### config.mk
export PLATFORM = sky130hd
export DESIGN_NAME = recent_color_mru_list
export DESIGN_NICKNAME = d
export VERILOG_FILES = /design/src/design/rcm_pkg.sv /design/src/design/rcm_match.sv /design/src/design/rcm_store.sv /design/src/design/recent_color_mru_list.sv
export SDC_FILE = /design/constraint.sdc
export NUM_CORES = 1
export LEC_CHECK = 0
export ABC_AREA = 0
export BUFFER_PORTS_ARGS = -buffer_cell sky130_fd_sc_hd__buf_2
export CAP_MARGIN = 30
export CORE_ASPECT_RATIO = 1.1
export CORE_MARGIN = 5
export CORE_UTILIZATION = 50
export DETAILED_ROUTE_END_ITERATION = 12
export PLACE_DENSITY_LB_ADDON = 0.08
export SLEW_MARGIN = 10
export SYNTH_ARGS = -nofsm -noshare
export SYNTH_HDL_FRONTEND = slang
export SYNTH_SLANG_ARGS = --single-unit
### constraint.sdc
create_clock -name clk_i -period 6.8 [get_ports clk_i]
set_input_delay 0.68 -clock clk_i [delete_from_list [all_inputs] [get_ports clk_i]]
set_output_delay 0.68 -clock clk_i [all_outputs]
set_load 0.02 [all_outputs]
### src/design/rcm_pkg.sv
package rcm_pkg;

  localparam int unsigned CAPACITY = 9;
  localparam int unsigned IDX_W    = $clog2(CAPACITY);
  localparam int unsigned CNT_W    = $clog2(CAPACITY + 1);
  localparam int unsigned COLOR_W  = 24;
  localparam int unsigned CHAN_W   = 8;
  localparam int unsigned NUM_CHAN = COLOR_W / CHAN_W;
  localparam int unsigned IN_IDX_W = 4;
  localparam int unsigned CMP_W    = (CNT_W > IN_IDX_W) ? CNT_W : IN_IDX_W;
  localparam int unsigned ACT_W    = 2;

  localparam logic [CHAN_W-1:0] TOL_RESET = 8'd2;

  localparam logic [ACT_W-1:0] ACT_ADD   = 2'd0;
  localparam logic [ACT_W-1:0] ACT_READ  = 2'd1;
  localparam logic [ACT_W-1:0] ACT_CLEAR = 2'd2;

  // Shift-insert command toward the entry store
  typedef struct packed {
    logic               en;
    logic [IDX_W-1:0]   upto;
    logic [COLOR_W-1:0] front;
  } rcm_shift_t;

endpackage

### src/design/rcm_match.sv
module rcm_match
  import rcm_pkg::*;
(
  input  logic [COLOR_W-1:0] stored_i,
  input  logic [COLOR_W-1:0] probe_i,
  input  logic [CHAN_W-1:0]  tol_i,
  output logic               match_o
);

  // Per-channel absolute difference against the tolerance
  always_comb begin
    logic [CHAN_W-1:0] a;
    logic [CHAN_W-1:0] b;
    logic [CHAN_W-1:0] d;
    match_o = 1'b1;
    for (int c = 0; c < NUM_CHAN; c++) begin
      a = stored_i[c*CHAN_W +: CHAN_W];
      b = probe_i[c*CHAN_W +: CHAN_W];
      d = (a > b) ? (a - b) : (b - a);
      if (d > tol_i) begin
        match_o = 1'b0;
      end
    end
  end

endmodule

### src/design/rcm_store.sv
module rcm_store
  import rcm_pkg::*;
(
  input  logic               clk_i,
  input  rcm_shift_t         shift_i,
  input  logic [IDX_W-1:0]   rd_idx_i,
  output logic [COLOR_W-1:0] rd_data_o
);

  logic [COLOR_W-1:0] store_q [CAPACITY];

  // Entries 1..upto take their lower neighbor, front lands at entry 0
  always_ff @(posedge clk_i) begin
    if (shift_i.en) begin
      store_q[0] <= shift_i.front;
      for (int i = 1; i < CAPACITY; i++) begin
        if (IDX_W'(i) <= shift_i.upto) begin
          store_q[i] <= store_q[i-1];
        end
      end
    end
  end

  assign rd_data_o = store_q[rd_idx_i];

endmodule

### src/design/recent_color_mru_list.sv
// Most-recently-used list of RGB colors with tolerant matching.
// Input channel s_axis_*: one item carries an action in tuser (add, read, clear)
// and a color plus an entry index in tdata. Output channel m_axis_*: one result
// item per input item, in order. Config channel cfg_*: writes the per-channel
// match tolerance; it is always ready. The user must write it only while the
// block idles; the block itself does not enforce this. Timing: an add scans
// the stored entries one per cycle through a single shared three-channel
// compare unit up to the first match, then shifts the list in the commit state
// and moves to the finish state; a read, a clear or an unused action goes
// straight to the finish state. The input is ready again the cycle after the
// result loads from the finish state. The scan loop over the compare unit sets
// the item rate; the input is not ready while an item is in work.
// The output register holds a finished result while the receiver stalls; the
// next item is accepted meanwhile and waits in its final step until the
// register frees up.
// Reset: the list is empty (count 0), the tolerance is 2, both channels idle.
// Stored colors have no reset; only entries below the count are ever used.
module recent_color_mru_list
  import rcm_pkg::*;
(
  input  logic                 clk_i,
  input  logic                 rst_ni,
  // config
  input  logic                 cfg_valid_i,
  output logic                 cfg_ready_o,
  input  logic [CHAN_W-1:0]    cfg_data_i,       // match_tolerance
  // input items
  input  logic                 s_axis_tvalid,
  output logic                 s_axis_tready,
  input  logic [31:0]          s_axis_tdata,     // color_in[23:0], entry_index[27:24]
  input  logic [ACT_W-1:0]     s_axis_tuser,     // action[1:0]
  // result items
  output logic                 m_axis_tvalid,
  input  logic                 m_axis_tready,
  output logic [39:0]          m_axis_tdata      // hit[0], hit_position[4:1],
                                                 // entry_count[8:5], read_ok[9],
                                                 // color_out[33:10]
);

  localparam logic [1:0] ST_IDLE   = 2'd0;
  localparam logic [1:0] ST_SCAN   = 2'd1;
  localparam logic [1:0] ST_COMMIT = 2'd2;
  localparam logic [1:0] ST_FINISH = 2'd3;

  logic [1:0]          state_q, state_d;
  logic [CHAN_W-1:0]   tol_q;
  logic [CNT_W-1:0]    count_q, count_d;
  logic [ACT_W-1:0]    act_q, act_d;
  logic [COLOR_W-1:0]  color_q, color_d;
  logic [IDX_W-1:0]    ptr_q, ptr_d;
  logic                hit_q, hit_d;
  logic                rd_ok_q, rd_ok_d;

  logic                out_valid_q, out_valid_d;
  logic [39:0]         out_data_q, out_data_d;

  logic [COLOR_W-1:0]  rd_data;
  logic                match;
  rcm_shift_t          shift_cmd;

  logic                in_fire;
  logic                out_load;
  logic                scan_last;
  logic [IN_IDX_W-1:0] in_idx;

  assign cfg_ready_o   = 1'b1;
  assign s_axis_tready = (state_q == ST_IDLE);
  assign in_fire       = s_axis_tvalid && s_axis_tready;
  assign in_idx        = s_axis_tdata[COLOR_W +: IN_IDX_W];
  assign out_load      = (state_q == ST_FINISH) && (!out_valid_q || m_axis_tready);
  assign scan_last     = ((CNT_W'(ptr_q) + CNT_W'(1)) == count_q);

  rcm_store u_store (
    .clk_i     (clk_i),
    .shift_i   (shift_cmd),
    .rd_idx_i  (ptr_q),
    .rd_data_o (rd_data)
  );

  rcm_match u_match (
    .stored_i (rd_data),
    .probe_i  (color_q),
    .tol_i    (tol_q),
    .match_o  (match)
  );

  // Sequencer
  always_comb begin
    state_d   = state_q;
    count_d   = count_q;
    act_d     = act_q;
    color_d   = color_q;
    ptr_d     = ptr_q;
    hit_d     = hit_q;
    rd_ok_d   = rd_ok_q;
    shift_cmd = '0;

    unique case (state_q)
      ST_IDLE: begin
        if (in_fire) begin
          act_d   = s_axis_tuser;
          color_d = s_axis_tdata[COLOR_W-1:0];
          hit_d   = 1'b0;
          rd_ok_d = 1'b0;
          ptr_d   = '0;
          unique case (s_axis_tuser)
            ACT_ADD: begin
              // empty list goes straight to insert
              state_d = (count_q == '0) ? ST_COMMIT : ST_SCAN;
            end
            ACT_READ: begin
              ptr_d   = IDX_W'(in_idx);
              rd_ok_d = (CMP_W'(in_idx) < CMP_W'(count_q));
              state_d = ST_FINISH;
            end
            ACT_CLEAR: begin
              count_d = '0;
              state_d = ST_FINISH;
            end
            default: begin
              state_d = ST_FINISH;
            end
          endcase
        end
      end
      ST_SCAN: begin
        if (match) begin
          hit_d   = 1'b1;
          state_d = ST_COMMIT;
        end else if (scan_last) begin
          state_d = ST_COMMIT;
        end else begin
          ptr_d = ptr_q + IDX_W'(1);
        end
      end
      ST_COMMIT: begin
        shift_cmd.en = 1'b1;
        if (hit_q) begin
          // move the matching entry to the front
          shift_cmd.upto  = ptr_q;
          shift_cmd.front = rd_data;
        end else begin
          // insert new color, drop the oldest when full
          shift_cmd.upto  = IDX_W'(CAPACITY - 1);
          shift_cmd.front = color_q;
          if (count_q < CNT_W'(CAPACITY)) begin
            count_d = count_q + CNT_W'(1);
          end
        end
        state_d = ST_FINISH;
      end
      ST_FINISH: begin
        if (out_load) begin
          state_d = ST_IDLE;
        end
      end
      default: begin
        state_d = ST_IDLE;
      end
    endcase
  end

  // Result item assembly
  always_comb begin
    out_data_d        = out_data_q;
    out_valid_d       = out_valid_q;
    if (out_valid_q && m_axis_tready) begin
      out_valid_d = 1'b0;
    end
    if (out_load) begin
      out_valid_d        = 1'b1;
      out_data_d         = '0;
      out_data_d[0]      = hit_q;
      out_data_d[4:1]    = hit_q ? 4'(ptr_q) : 4'd0;
      out_data_d[8:5]    = 4'(count_q);
      out_data_d[9]      = rd_ok_q;
      out_data_d[33:10]  = rd_ok_q ? rd_data : '0;
    end
  end

  always_ff @(posedge clk_i or negedge rst_ni) begin
    if (!rst_ni) begin
      state_q     <= ST_IDLE;
      count_q     <= '0;
      tol_q       <= TOL_RESET;
      out_valid_q <= 1'b0;
      hit_q       <= 1'b0;
      rd_ok_q     <= 1'b0;
      act_q       <= ACT_ADD;
    end else begin
      state_q     <= state_d;
      count_q     <= count_d;
      out_valid_q <= out_valid_d;
      hit_q       <= hit_d;
      rd_ok_q     <= rd_ok_d;
      act_q       <= act_d;
      if (cfg_valid_i && cfg_ready_o) begin
        tol_q <= cfg_data_i;
      end
    end
  end

  // Payload registers
  always_ff @(posedge clk_i) begin
    color_q    <= color_d;
    ptr_q      <= ptr_d;
    out_data_q <= out_data_d;
  end

  assign m_axis_tvalid = out_valid_q;
  assign m_axis_tdata  = out_data_q;

  // Checks
  a_count_bound: assert property (@(posedge clk_i) disable iff (!rst_ni)
    count_q <= CNT_W'(CAPACITY))
    else $error("entry count exceeds capacity");

  a_scan_nonempty: assert property (@(posedge clk_i) disable iff (!rst_ni)
    state_q == ST_SCAN |-> count_q != '0 && act_q == ACT_ADD)
    else $error("scan on empty list or non-add item");

  a_read_excl_hit: assert property (@(posedge clk_i) disable iff (!rst_ni)
    out_valid_q && out_data_q[9] |-> !out_data_q[0])
    else $error("result flags both read and hit");

  a_no_read_zero: assert property (@(posedge clk_i) disable iff (!rst_ni)
    out_valid_q && !out_data_q[9] |-> out_data_q[33:10] == '0)
    else $error("color out nonzero without a read");

endmodule

---- Word-level counts from Yosys, hierarchy flattened ----
Memories as Yosys holds them, arrays and structs flattened. A register that Yosys moved wholly into a read port is not among the register bits.
Index checks and enable logic that the tools add are counted.
word-level totals
  RAM bits ................................ 216
  bits in registers ....................... 79
  output and inout bits ................... 43
  logic and storage cells ................. 125
  input port bits ......................... 47
  memories ................................ 1
memories
  name             words  width  rd ports  clocked after Yosys merged registers in  wr ports  line             text
  u_store.store_q  9      24     9         1                                        9         rcm_store.sv:10  logic [COLOR_W-1:0] store_q [CAPACITY];
cells by class
  reductions and logical operators ........ 16
  multiplexer cells ....................... 58
  eq/ne operators ......................... 15
  add/sub/neg operators ................... 8
  magnitude comparators ................... 16
operators with widths
  operator                                                        count
  > comparator 8 bit                                              6
  subtractor 8 bit                                                6
  2-to-1 mux 4 bit                                                9
  2-to-1 mux 1 bit                                                34
  2-to-1 mux 29 bit                                               1
  2-to-1 mux 28 bit                                               1
  2-to-1 mux 8 bit                                                3
  less-or-equal comparator 3 x 4 -> 1 bit (first input constant)  4
  case mux 4 bit (2 select lines)                                 2
  2-to-1 mux 2 bit                                                6
  inequality test 2 bit (second input constant)                   6
  adder 4 x 1 -> 4 bit (second input constant)                    2
  less-or-equal comparator 2 x 4 -> 1 bit (first input constant)  2
  case mux 2 bit (4 select lines)                                 1
  == test 2 bit (second input constant)                           3
  AND reduction 3 bit                                             2
  nonzero test 2 bit                                              3
  AND reduction 5 bit                                             1
  == test 2 x 1 -> 1 bit (second input constant)                  2
  == test 4 bit                                                   1
  less-or-equal comparator 1 x 4 -> 1 bit (first input constant)  1
  less-or-equal comparator 4 bit (first input constant)           1
  logical NOT 2 bit                                               2
  logical NOT 4 bit                                               1
  other kinds (10)                                                13

---- Logic depth before layout (Yosys ltp) ----
Gate-level depths: netlist of run 1.
  word-level depth ........................ 9
  mapped depth ............................ 24
  mapped depth without buffers ............ 21

---- Cells and area by module ----
A second synthesis of run 1 with hierarchy kept.
second synthesis, totals
  cell total of the unflattened synthesis .. 1,076
  area, all modules ....................... 14,722.9 µm²
modules (own cells, without submodules)
  module                 instances  cells each  sequential area each (µm²)  area each (µm²)
  rcm_store              1          451         6,486.2                     8,471.9
  recent_color_mru_list  1          272         2,288.4                     3,611.0
  rcm_match              1          353         0.0                         2,640.0

---- Worst setup path before layout of run 1 ----
Ideal clock, no wire load.
  kind .................................... register -> register
  from .................................... reg (tool-made name)
  to ...................................... reg (tool-made name)
  setup time .............................. 121 ps
  period minus slack after synthesis ...... 5,468 ps
  stages on the path, launching flop included .. 24
  data required time ...................... 6,679 ps
  slack ................................... 1,332 ps
  data arrival time ....................... 5,347 ps
  buffers on the path ..................... 2
  cell sequence ........................... dfxtp_1 buf_4 buf_4 mux4_2 mux2i_1 o21ai_0 inv_1 ha_1 inv_1 fa_1 a21o_1 a21oi_2 nor3_2 o31ai_4 mux2_2 a211oi_1 xnor2_1 ha_1 nand4_1 a21oi_1 a211oi_1 o211a_1 a21oi_1 mux2_2

==> results of run 1 <==
per-layer routing:
metal	global-route usage, %	share of wire [%]	vias to the layer above
li1	-	-	3834
met5	0	0.043	-
met3	3.61	5.2	53
met2	33.4	48	224
met1	28.6	44	4182
met4	5.24	2.2	4
Yosys cell counts (3+ instances only):
cell | instances | area, um^2
a211oi_1 | 5 | 37.5
a21o_1 | 16 | 120
a21oi_1 | 33 | 165
a31oi_1 | 3 | 18.8
and2_1 | 29 | 181
buf_2 | 9 | 45.0
buf_4 | 10 | 75.1
clkbuf_1 | 20 | 75.1
dfrtp_1 | 16 | 400
dfxtp_1 | 4 | 80.1
edfxtp_1 | 278 | 8350
fa_1 | 6 | 120
ha_1 | 79 | 988
inv_1 | 79 | 297
mux2_2 | 13 | 146
mux2i_1 | 67 | 671
mux4_2 | 48 | 1080
nand2_1 | 61 | 229
nand2b_1 | 4 | 25.0
nand3_1 | 4 | 20.0
nand4_1 | 11 | 68.8
nor2_1 | 36 | 135
nor2b_1 | 9 | 56.3
nor3_1 | 5 | 25.0
o211ai_1 | 5 | 37.5
o21a_1 | 3 | 22.5
o21ai_0 | 54 | 270
o21bai_1 | 3 | 22.5
or3_1 | 3 | 18.8
xnor2_1 | 16 | 140
xor2_1 | 8 | 70.1
per-stage QoR:
stage	cells	area [um^2]
4_1_cts	1471	16300
2_1_floorplan	976	14300
6_report	1474	16400
3_3_place_gp	1408	15200
3_5_place_dp	1411	15300
5_1_grt	1474	16400
worst max-delay path: stages (launching register included):
cell	delay (ns)
dfxtp_4	0.59
buf_12	0.27
mux4_2	0.53
mux2i_1	0.13
o21ai_0	0.30
ha_1	0.53
nand2_1	0.11
or3_1	0.41
o31ai_4	0.09
buf_4	0.22
mux2_2	0.36
a221oi_2	0.28
xnor2_1	0.10
ha_1	0.29
nand4_1	0.10
a21oi_1	0.13
a211oi_1	0.08
o211a_1	0.28
a21oi_1	0.64
mux2_2	0.41
kinds of logic after synthesis:
group	count (synthesis)	synth area share (%)
adders and majority gates	85	7.75
xor gates and xnor gates	24	1.47
and+or+nand+nor	170	5.76
AOI/OAI and AO/OA	142	6.22
muxes	128	13.3
buffers and inverters	121	3.52
other	2	0.0525
DFF	299	61.9
worst max-delay path by stage:
stage	from	cells past startpoint	slack, ns	end
5_1_grt	flip-flop	21	0.38	flip-flop
6_report	flip-flop	19	0.80	flip-flop
3_5_place_dp	flip-flop	21	0.76	flip-flop
3_3_place_gp	flip-flop	19	0.76	flip-flop
4_1_cts	flip-flop	21	0.71	flip-flop
2_1_floorplan	flip-flop	23	1.33	flip-flop
final cells by class:
cell class,count,area [um^2]
clock inverters,17,136
fillers,2334,12100
well taps,368,460
clock buffers,43,906
diodes,1,2.50
flip-flops and latches,299,8860
inverters,80,300
repair buffers,110,726
multi-input cells,556,5000
sequential cells by signal, summed over array words and instances (netlist names), named ones only:
signal	count
ptr_q	4
m_axis_tdata	34
rd_ok_q	1
m_axis_tvalid	1
color_q	24
u_store.store_q	216
tol_q	8
state_q	2
hit_q	1
count_q	4
==> metrics.cfg, run 1 <==
[sta]
setup_viol = 0
relSlewSlack_pct = 40.3
holdWs_ns = 0.108
fin_crit_ns = 6.00
timing.final.ws_setup_ns = 0.799
clock_skew_ns = 0.0231
finalHoldViolCount = 0
rsz0062_at_grt = false
tightest_slew_ns = 0.887
fin_tns_setup_ns = 0
period_share_pct = 88.3
max_freq_mhz = 167
drv_slew = 0

[cells_and_area]
fin_util_pct = 57.6
layout.nets = 1213
final_common_cell = edfxtp_1
syn_to_final_growth_pct = 14.7
drive_above_1_share_pct = 21.3
final_cell_mix = edfxtp_1 (278), inv_1 (79), ha_1 (79), buf_2 (79), mux2i_1 (67)

[synth]
avgSynthCellArea_um2 = 14.7
ys_seq_area_share_pct = 61.9
async_reset_ff_share_pct = 5.69
syn_area_um2 = 14300
syn_inst = 971
ys_warn_count = 0
yosysUniqueCellTypes = 55
synthFlopType = edfxtp_1
ys_ff_latch = 299
synth_edf_count = 278

[setup_path]
critPathRequiredTime_ns = 7.20
crit_type = reg2reg
end_kind = flip-flop
cp.arrival_ns = 6.40
critPathLaunchType = flip-flop
r2r_cells = 19
ff2ff_setup_slack_ns = 0.80
crit_fanout = 22

[global_route]
track_usage_pct = 20.5
grt_max_degree = 35
first_global_vias = 8629
grt_antenna_before_repair = 3
grt_overflow_total = 0
grt_pass1_wl_um = 50200

[placed_design]
dpl.hpwl_um = 22000
place_ws_ns = 0.759
routabilityCongestion = 0.830
portBuffers = 78

[detailed_routing]
first_pass_iters = 5
viasPerCell = 5.63
routed_wl_um = 32700
drtIter0Drc = 626
drc = 0
wire_per_inst_um = 22.2
ant_nets = 0
vias = 8297

[clocking]
cts_made_buffers = 34
path_clk_slew_ns = 0.06
cts_num_sinks = 299
clockRootBuffer = clkbuf_16
postCtsSetupBuffers = 0
h-tree-depth = 2
clk-insertion-delay-late_ns = 0.52
ctsHoldBuffers = 0
cts_tree = done
clockBufferDepth = 3
post_cts_resized = 0

[die]
ios = 90
die_y_um = 187
core-area_um2 = 28500
num_rows = 65
die_area_um2 = 32100
start_util_pct = 50.2
die_x_um = 171

[run_status]
status = finished clean

[hold_path]
hold_class = in2async

[flow_run]
drv_cap = 0

Power of run 1 is not shown: default switching activity piles up to over one toggle a cycle in this logic, so the estimate is an artifact.
==> run 2, diff against run 1 <==
--- a/config.mk
+++ b/config.mk
@@ -6,12 +6,12 @@
 export NUM_CORES = 1
 export LEC_CHECK = 0
 export ABC_AREA = 0
-export BUFFER_PORTS_ARGS = -buffer_cell sky130_fd_sc_hd__buf_2
 export CAP_MARGIN = 30
 export CORE_ASPECT_RATIO = 1.1
 export CORE_MARGIN = 5
 export CORE_UTILIZATION = 50
 export DETAILED_ROUTE_END_ITERATION = 12
+export DONT_BUFFER_PORTS = 1
 export PLACE_DENSITY_LB_ADDON = 0.08
 export SLEW_MARGIN = 10
 export SYNTH_ARGS = -nofsm -noshare
==> metrics.cfg, run 2 (synthesis results as in run 1) <==
[die]
start_util_pct = 50.2
die_x_um = 171
die_area_um2 = 32100
num_rows = 65
die_y_um = 187
ios = 90
core-area_um2 = 28500

[hold_path]
hold_class = in2reg
hp-start = cfg_valid_i
min_to = tol_q[1]
min_path_cells = 1

[cells_and_area]
layout.nets = 1132
drive_above_1_share_pct = 15.6
top_register = u_store.store_q
final_common_cell = edfxtp_1
fin_util_pct = 56.0
num_antenna_cells = 0
syn_to_final_growth_pct = 11.5
finalNonFillerCells = 1392
largest_reg_flops = 216
final_cell_mix = edfxtp_1 (278), inv_1 (79), ha_1 (79)

[setup_path]
critPathLaunchType = flip-flop
path_buf_inv = 2
crit_fanout = 22
cp.arrival_ns = 6.64
end_kind = flip-flop
crit_chain = buf_12, mux4_2, mux2i_1, o21ai_0, fa_1, a21o_1, a21oi_2, nor3_2, o31ai_4, buf_4, mux2_2, a211oi_1, xnor2_1, ha_1, nand4_1, a21oi_1, a211oi_1, o211a_1, a21oi_1, mux2_2
crit_family = compound AO/OA/AOI/OAI gates
slowest_stage = a21oi_1
crit_type = reg2reg
worst_path_largest_cell_delay_ns = 0.65
critPathRequiredTime_ns = 7.26
r2r_cells = 20
ff2ff_setup_slack_ns = 0.62

[clocking]
path_clk_slew_ns = 0.06
ctsHoldBuffers = 1
h-tree-depth = 1
postCtsSetupBuffers = 0
clockRootBuffer = clkbuf_16
clk-insertion-delay-late_ns = 0.57
cts_tree = done
clockBufferDepth = 3
post_cts_resized = 0
cts_num_sinks = 299
cts_made_buffers = 31

[global_route]
first_global_vias = 8392
grt_pass1_wl_um = 50600
grt_max_degree = 35
track_usage_pct = 20.7
grt_overflow_total = 0
grt_antenna_before_repair = 3

[placed_design]
dpl.hpwl_um = 21900
dp.cells = 1331
routabilityCongestion = 0.803
place_ws_ns = 0.594
portBuffers = 0

[sta]
finalHoldViolCount = 0
fin_tns_setup_ns = 0
max_freq_mhz = 162
clock_skew_ns = 0.00904
tightest_slew_ns = 0.938
relSlewSlack_pct = 36.8
timing.final.ws_setup_ns = 0.616
drv_slew = 0
fin_crit_ns = 6.18
period_share_pct = 90.9
setup_viol = 0
rsz0062_at_grt = false

[detailed_routing]
routed_wl_um = 33500
viasPerCell = 5.76
ant_nets = 0
drtIter0Drc = 633
wire_per_inst_um = 24.1
drc = 0
first_pass_iters = 5
vias = 8021

[flow_run]
drv_cap = 0

[run_status]
status = finished clean

run 2: cell types whose count changed in the layout (fill, tap and decap cells not counted), sizes merged, moves of 2 or more:
cell	previous run	this run
clkinv	12	19
clkbuf	43	32
buf	110	31
inv	81	83
clkinvlp	3	1
run 2: worst max-delay path by stage:
stage	from	endpoint	depth (start not counted)
after detailed placement	flip-flop	flip-flop	20
after global routing	flip-flop	flip-flop	23
after floorplan	flip-flop	flip-flop	23
final	flip-flop	flip-flop	20
after CTS	flip-flop	flip-flop	20
after global placement	flip-flop	flip-flop	20
run 2: stage by stage:
stage / cell area (um^2) / hold slack [ns]
2_1_floorplan: 14300 / 0.384
3_3_place_gp: 14900 / 0.385
3_5_place_dp: 14900 / 0.385
4_1_cts: 15900 / 0.137
5_1_grt: 15900 / 0.158
6_report: 15900 / 0.164
run 2: final cells by class:
type                       instances  area, um^2
tap                              368         460
sequential                       299        8860
fill                            2308       12500
clock inverter                    25         195
clock buffer                      32         779
inverter                          80         300
timing repair buffer              32         348
multi-input combinational        556        4990
run 2: metal layers:
metal / vias to the layer above / part of all wire [%] / track usage, %
li1: 3677 / - / -
met1: 4094 / 42 / 27.6
met2: 196 / 50 / 34.8
met3: 48 / 5.7 / 4.42
met4: 6 / 2.1 / 5.09
met5: - / 0.10 / 0
Power of run 2 is left out for the same reason.
==> run 3, diff against run 2 <==
--- a/config.mk
+++ b/config.mk
@@ -9,7 +9,7 @@
 export CAP_MARGIN = 30
 export CORE_ASPECT_RATIO = 1.1
 export CORE_MARGIN = 5
-export CORE_UTILIZATION = 50
+export CORE_UTILIZATION = 55
 export DETAILED_ROUTE_END_ITERATION = 12
 export DONT_BUFFER_PORTS = 1
 export PLACE_DENSITY_LB_ADDON = 0.08
==> constraint.sdc (replaced) <==
create_clock -name clk_i -period 6.6 [get_ports clk_i]
set_input_delay 0.66 -clock clk_i [delete_from_list [all_inputs] [get_ports clk_i]]
set_output_delay 0.66 -clock clk_i [all_outputs]
set_load 0.02 [all_outputs]
==> metrics.cfg, run 3 (synthesis results as in run 1) <==
[detailed_routing]
viasPerCell = 5.74
met1Wirelength_um = 13800
first_pass_iters = 6
routed_wl_um = 31700
vias = 7931
route.met3.wl_um = 1680
wire_per_inst_um = 23.0
drc = 0
drtIter0Drc = 584
ant_nets = 0
met2_length_um = 15800
top_layer = met5

[sta]
max_freq_mhz = 166
fin_crit_ns = 6.02
drv_slew = 0
clock_skew_ns = 0.0221
period_share_pct = 91.3
tightest_slew_ns = 0.978
relSlewSlack_pct = 34.8
fin_tns_setup_ns = 0
rsz0062_at_grt = false
finalHoldViolCount = 0
setup_viol = 0

[die]
die_area_um2 = 29300
num_rows = 62
ios = 90
start_util_pct = 55.2
die_x_um = 164
core-area_um2 = 25900
die_y_um = 179

[cells_and_area]
final_common_cell = edfxtp_1
top_register = u_store.store_q
largest_reg_flops = 216
syn_to_final_growth_pct = 11.6
num_antenna_cells = 0
layout.nets = 1136
final_cell_mix = edfxtp_1 (278), inv_1 (79), ha_1 (79)
drive_above_1_share_pct = 15.6
fillCellCount = 2030

[run_status]
status = finished clean

[clocking]
clk-insertion-delay-late_ns = 0.58
clockBufferDepth = 3
h-tree-depth = 1
cts_made_buffers = 31
cts_tree = done
clockRootBuffer = clkbuf_16
path_clk_slew_ns = 0.07
cts_num_sinks = 299
post_cts_resized = 0

[global_route]
grt_max_degree = 35
track_usage_pct = 22.2
grt_antenna_before_repair = 1
grt_overflow_total = 0
grt_pass1_wl_um = 49000
first_global_vias = 8240

[setup_path]
critPathRequiredTime_ns = 7.06
end_kind = flip-flop
crit_type = reg2reg
critPathLaunchType = flip-flop
cp.arrival_ns = 6.48
r2r_cells = 19
crit_fanout = 26
ff2ff_setup_slack_ns = 0.58

[placed_design]
routabilityCongestion = 0.819
dpl.hpwl_um = 21500
portBuffers = 0

[flow_run]
drv_cap = 0

[hold_path]
min_path_cells = 1
hold_class = in2reg
min_to = tol_q[1]
hp-start = cfg_valid_i

## run 3: changes by cell type in the layout (fill, tap and decap cells not counted), moves of 2 or more
| cell | change |
|---|---|
| clkbuf_1 | +5 |
| clkinv_1 | -2 |
| clkinv_2 | -7 |
| clkbuf_8 | +2 |
| buf_4 | +7 |
| buf_16 | -3 |
| bufinv_16 | +2 |
| clkinvlp_4 | +2 |
## run 3: repair_timing
action,in CTS,in global routing
hold buffers,1,0
hold endpoints to repair,17,0
endpoints found under the setup margin,0,0
setup buffers,0,0
## run 3: per-stage QoR
step	cells	setup WS (ns)	cell area [um^2]	hold slack, ns	util [%]
floorplan	976	1.13	14300	0.364	-
global placement	1319	0.627	14800	0.365	57.3
detailed placement	1321	0.507	14900	0.365	57.4
CTS	1380	0.482	15900	0.130	61.5
global route	1381	0.0737	16000	0.129	61.6
finish	1381	0.576	16000	0.147	61.6
## run 3: worst max-delay path, stage by stage (launching register included)
cell and delay [ns]:
dfxtp_4 0.52, buf_12 0.29, mux4_2 0.54, mux2i_1 0.14, o21ai_0 0.32, fa_1 0.57, nand3_1 0.10, a21oi_1 0.11
o31ai_4 0.49, mux2i_1 0.31, o221ai_1 0.15, a21oi_1 0.19, xnor2_1 0.10, ha_1 0.32, nand2_1 0.06, o21ai_0 0.18
o22ai_1 0.17, o211a_1 0.24, a21oi_1 0.67, mux2_2 0.41
## run 3: how the worst max path moves through the flow
stage	startpoint	endpoint	slack, ns	cells past startpoint
2_1_floorplan	flip-flop	flip-flop	1.13	23
3_3_place_gp	flip-flop	flip-flop	0.63	19
3_5_place_dp	flip-flop	flip-flop	0.51	19
4_1_cts	flip-flop	flip-flop	0.48	19
5_1_grt	flip-flop	flip-flop	0.07	19
6_report	flip-flop	flip-flop	0.58	19
## run 3: cell type report
class	instances	area (um^2)	area share, %
clock buffer	39	826	5.18
clock inverter	19	219	1.37
inverter	80	300	1.88
multi-input combinational	556	4990	31.3
sequential	299	8860	55.5
tap	352	440	2.76
timing repair buffer	36	318	1.99
## run 3: per-layer routing
metal	GRT usage (%)	up-vias
met1	30.3	4009
met4	3.91	2
met2	38.3	198
met3	3.91	34
li1	-	3688
met5	0	-
Power of run 3 is left out for the same reason.
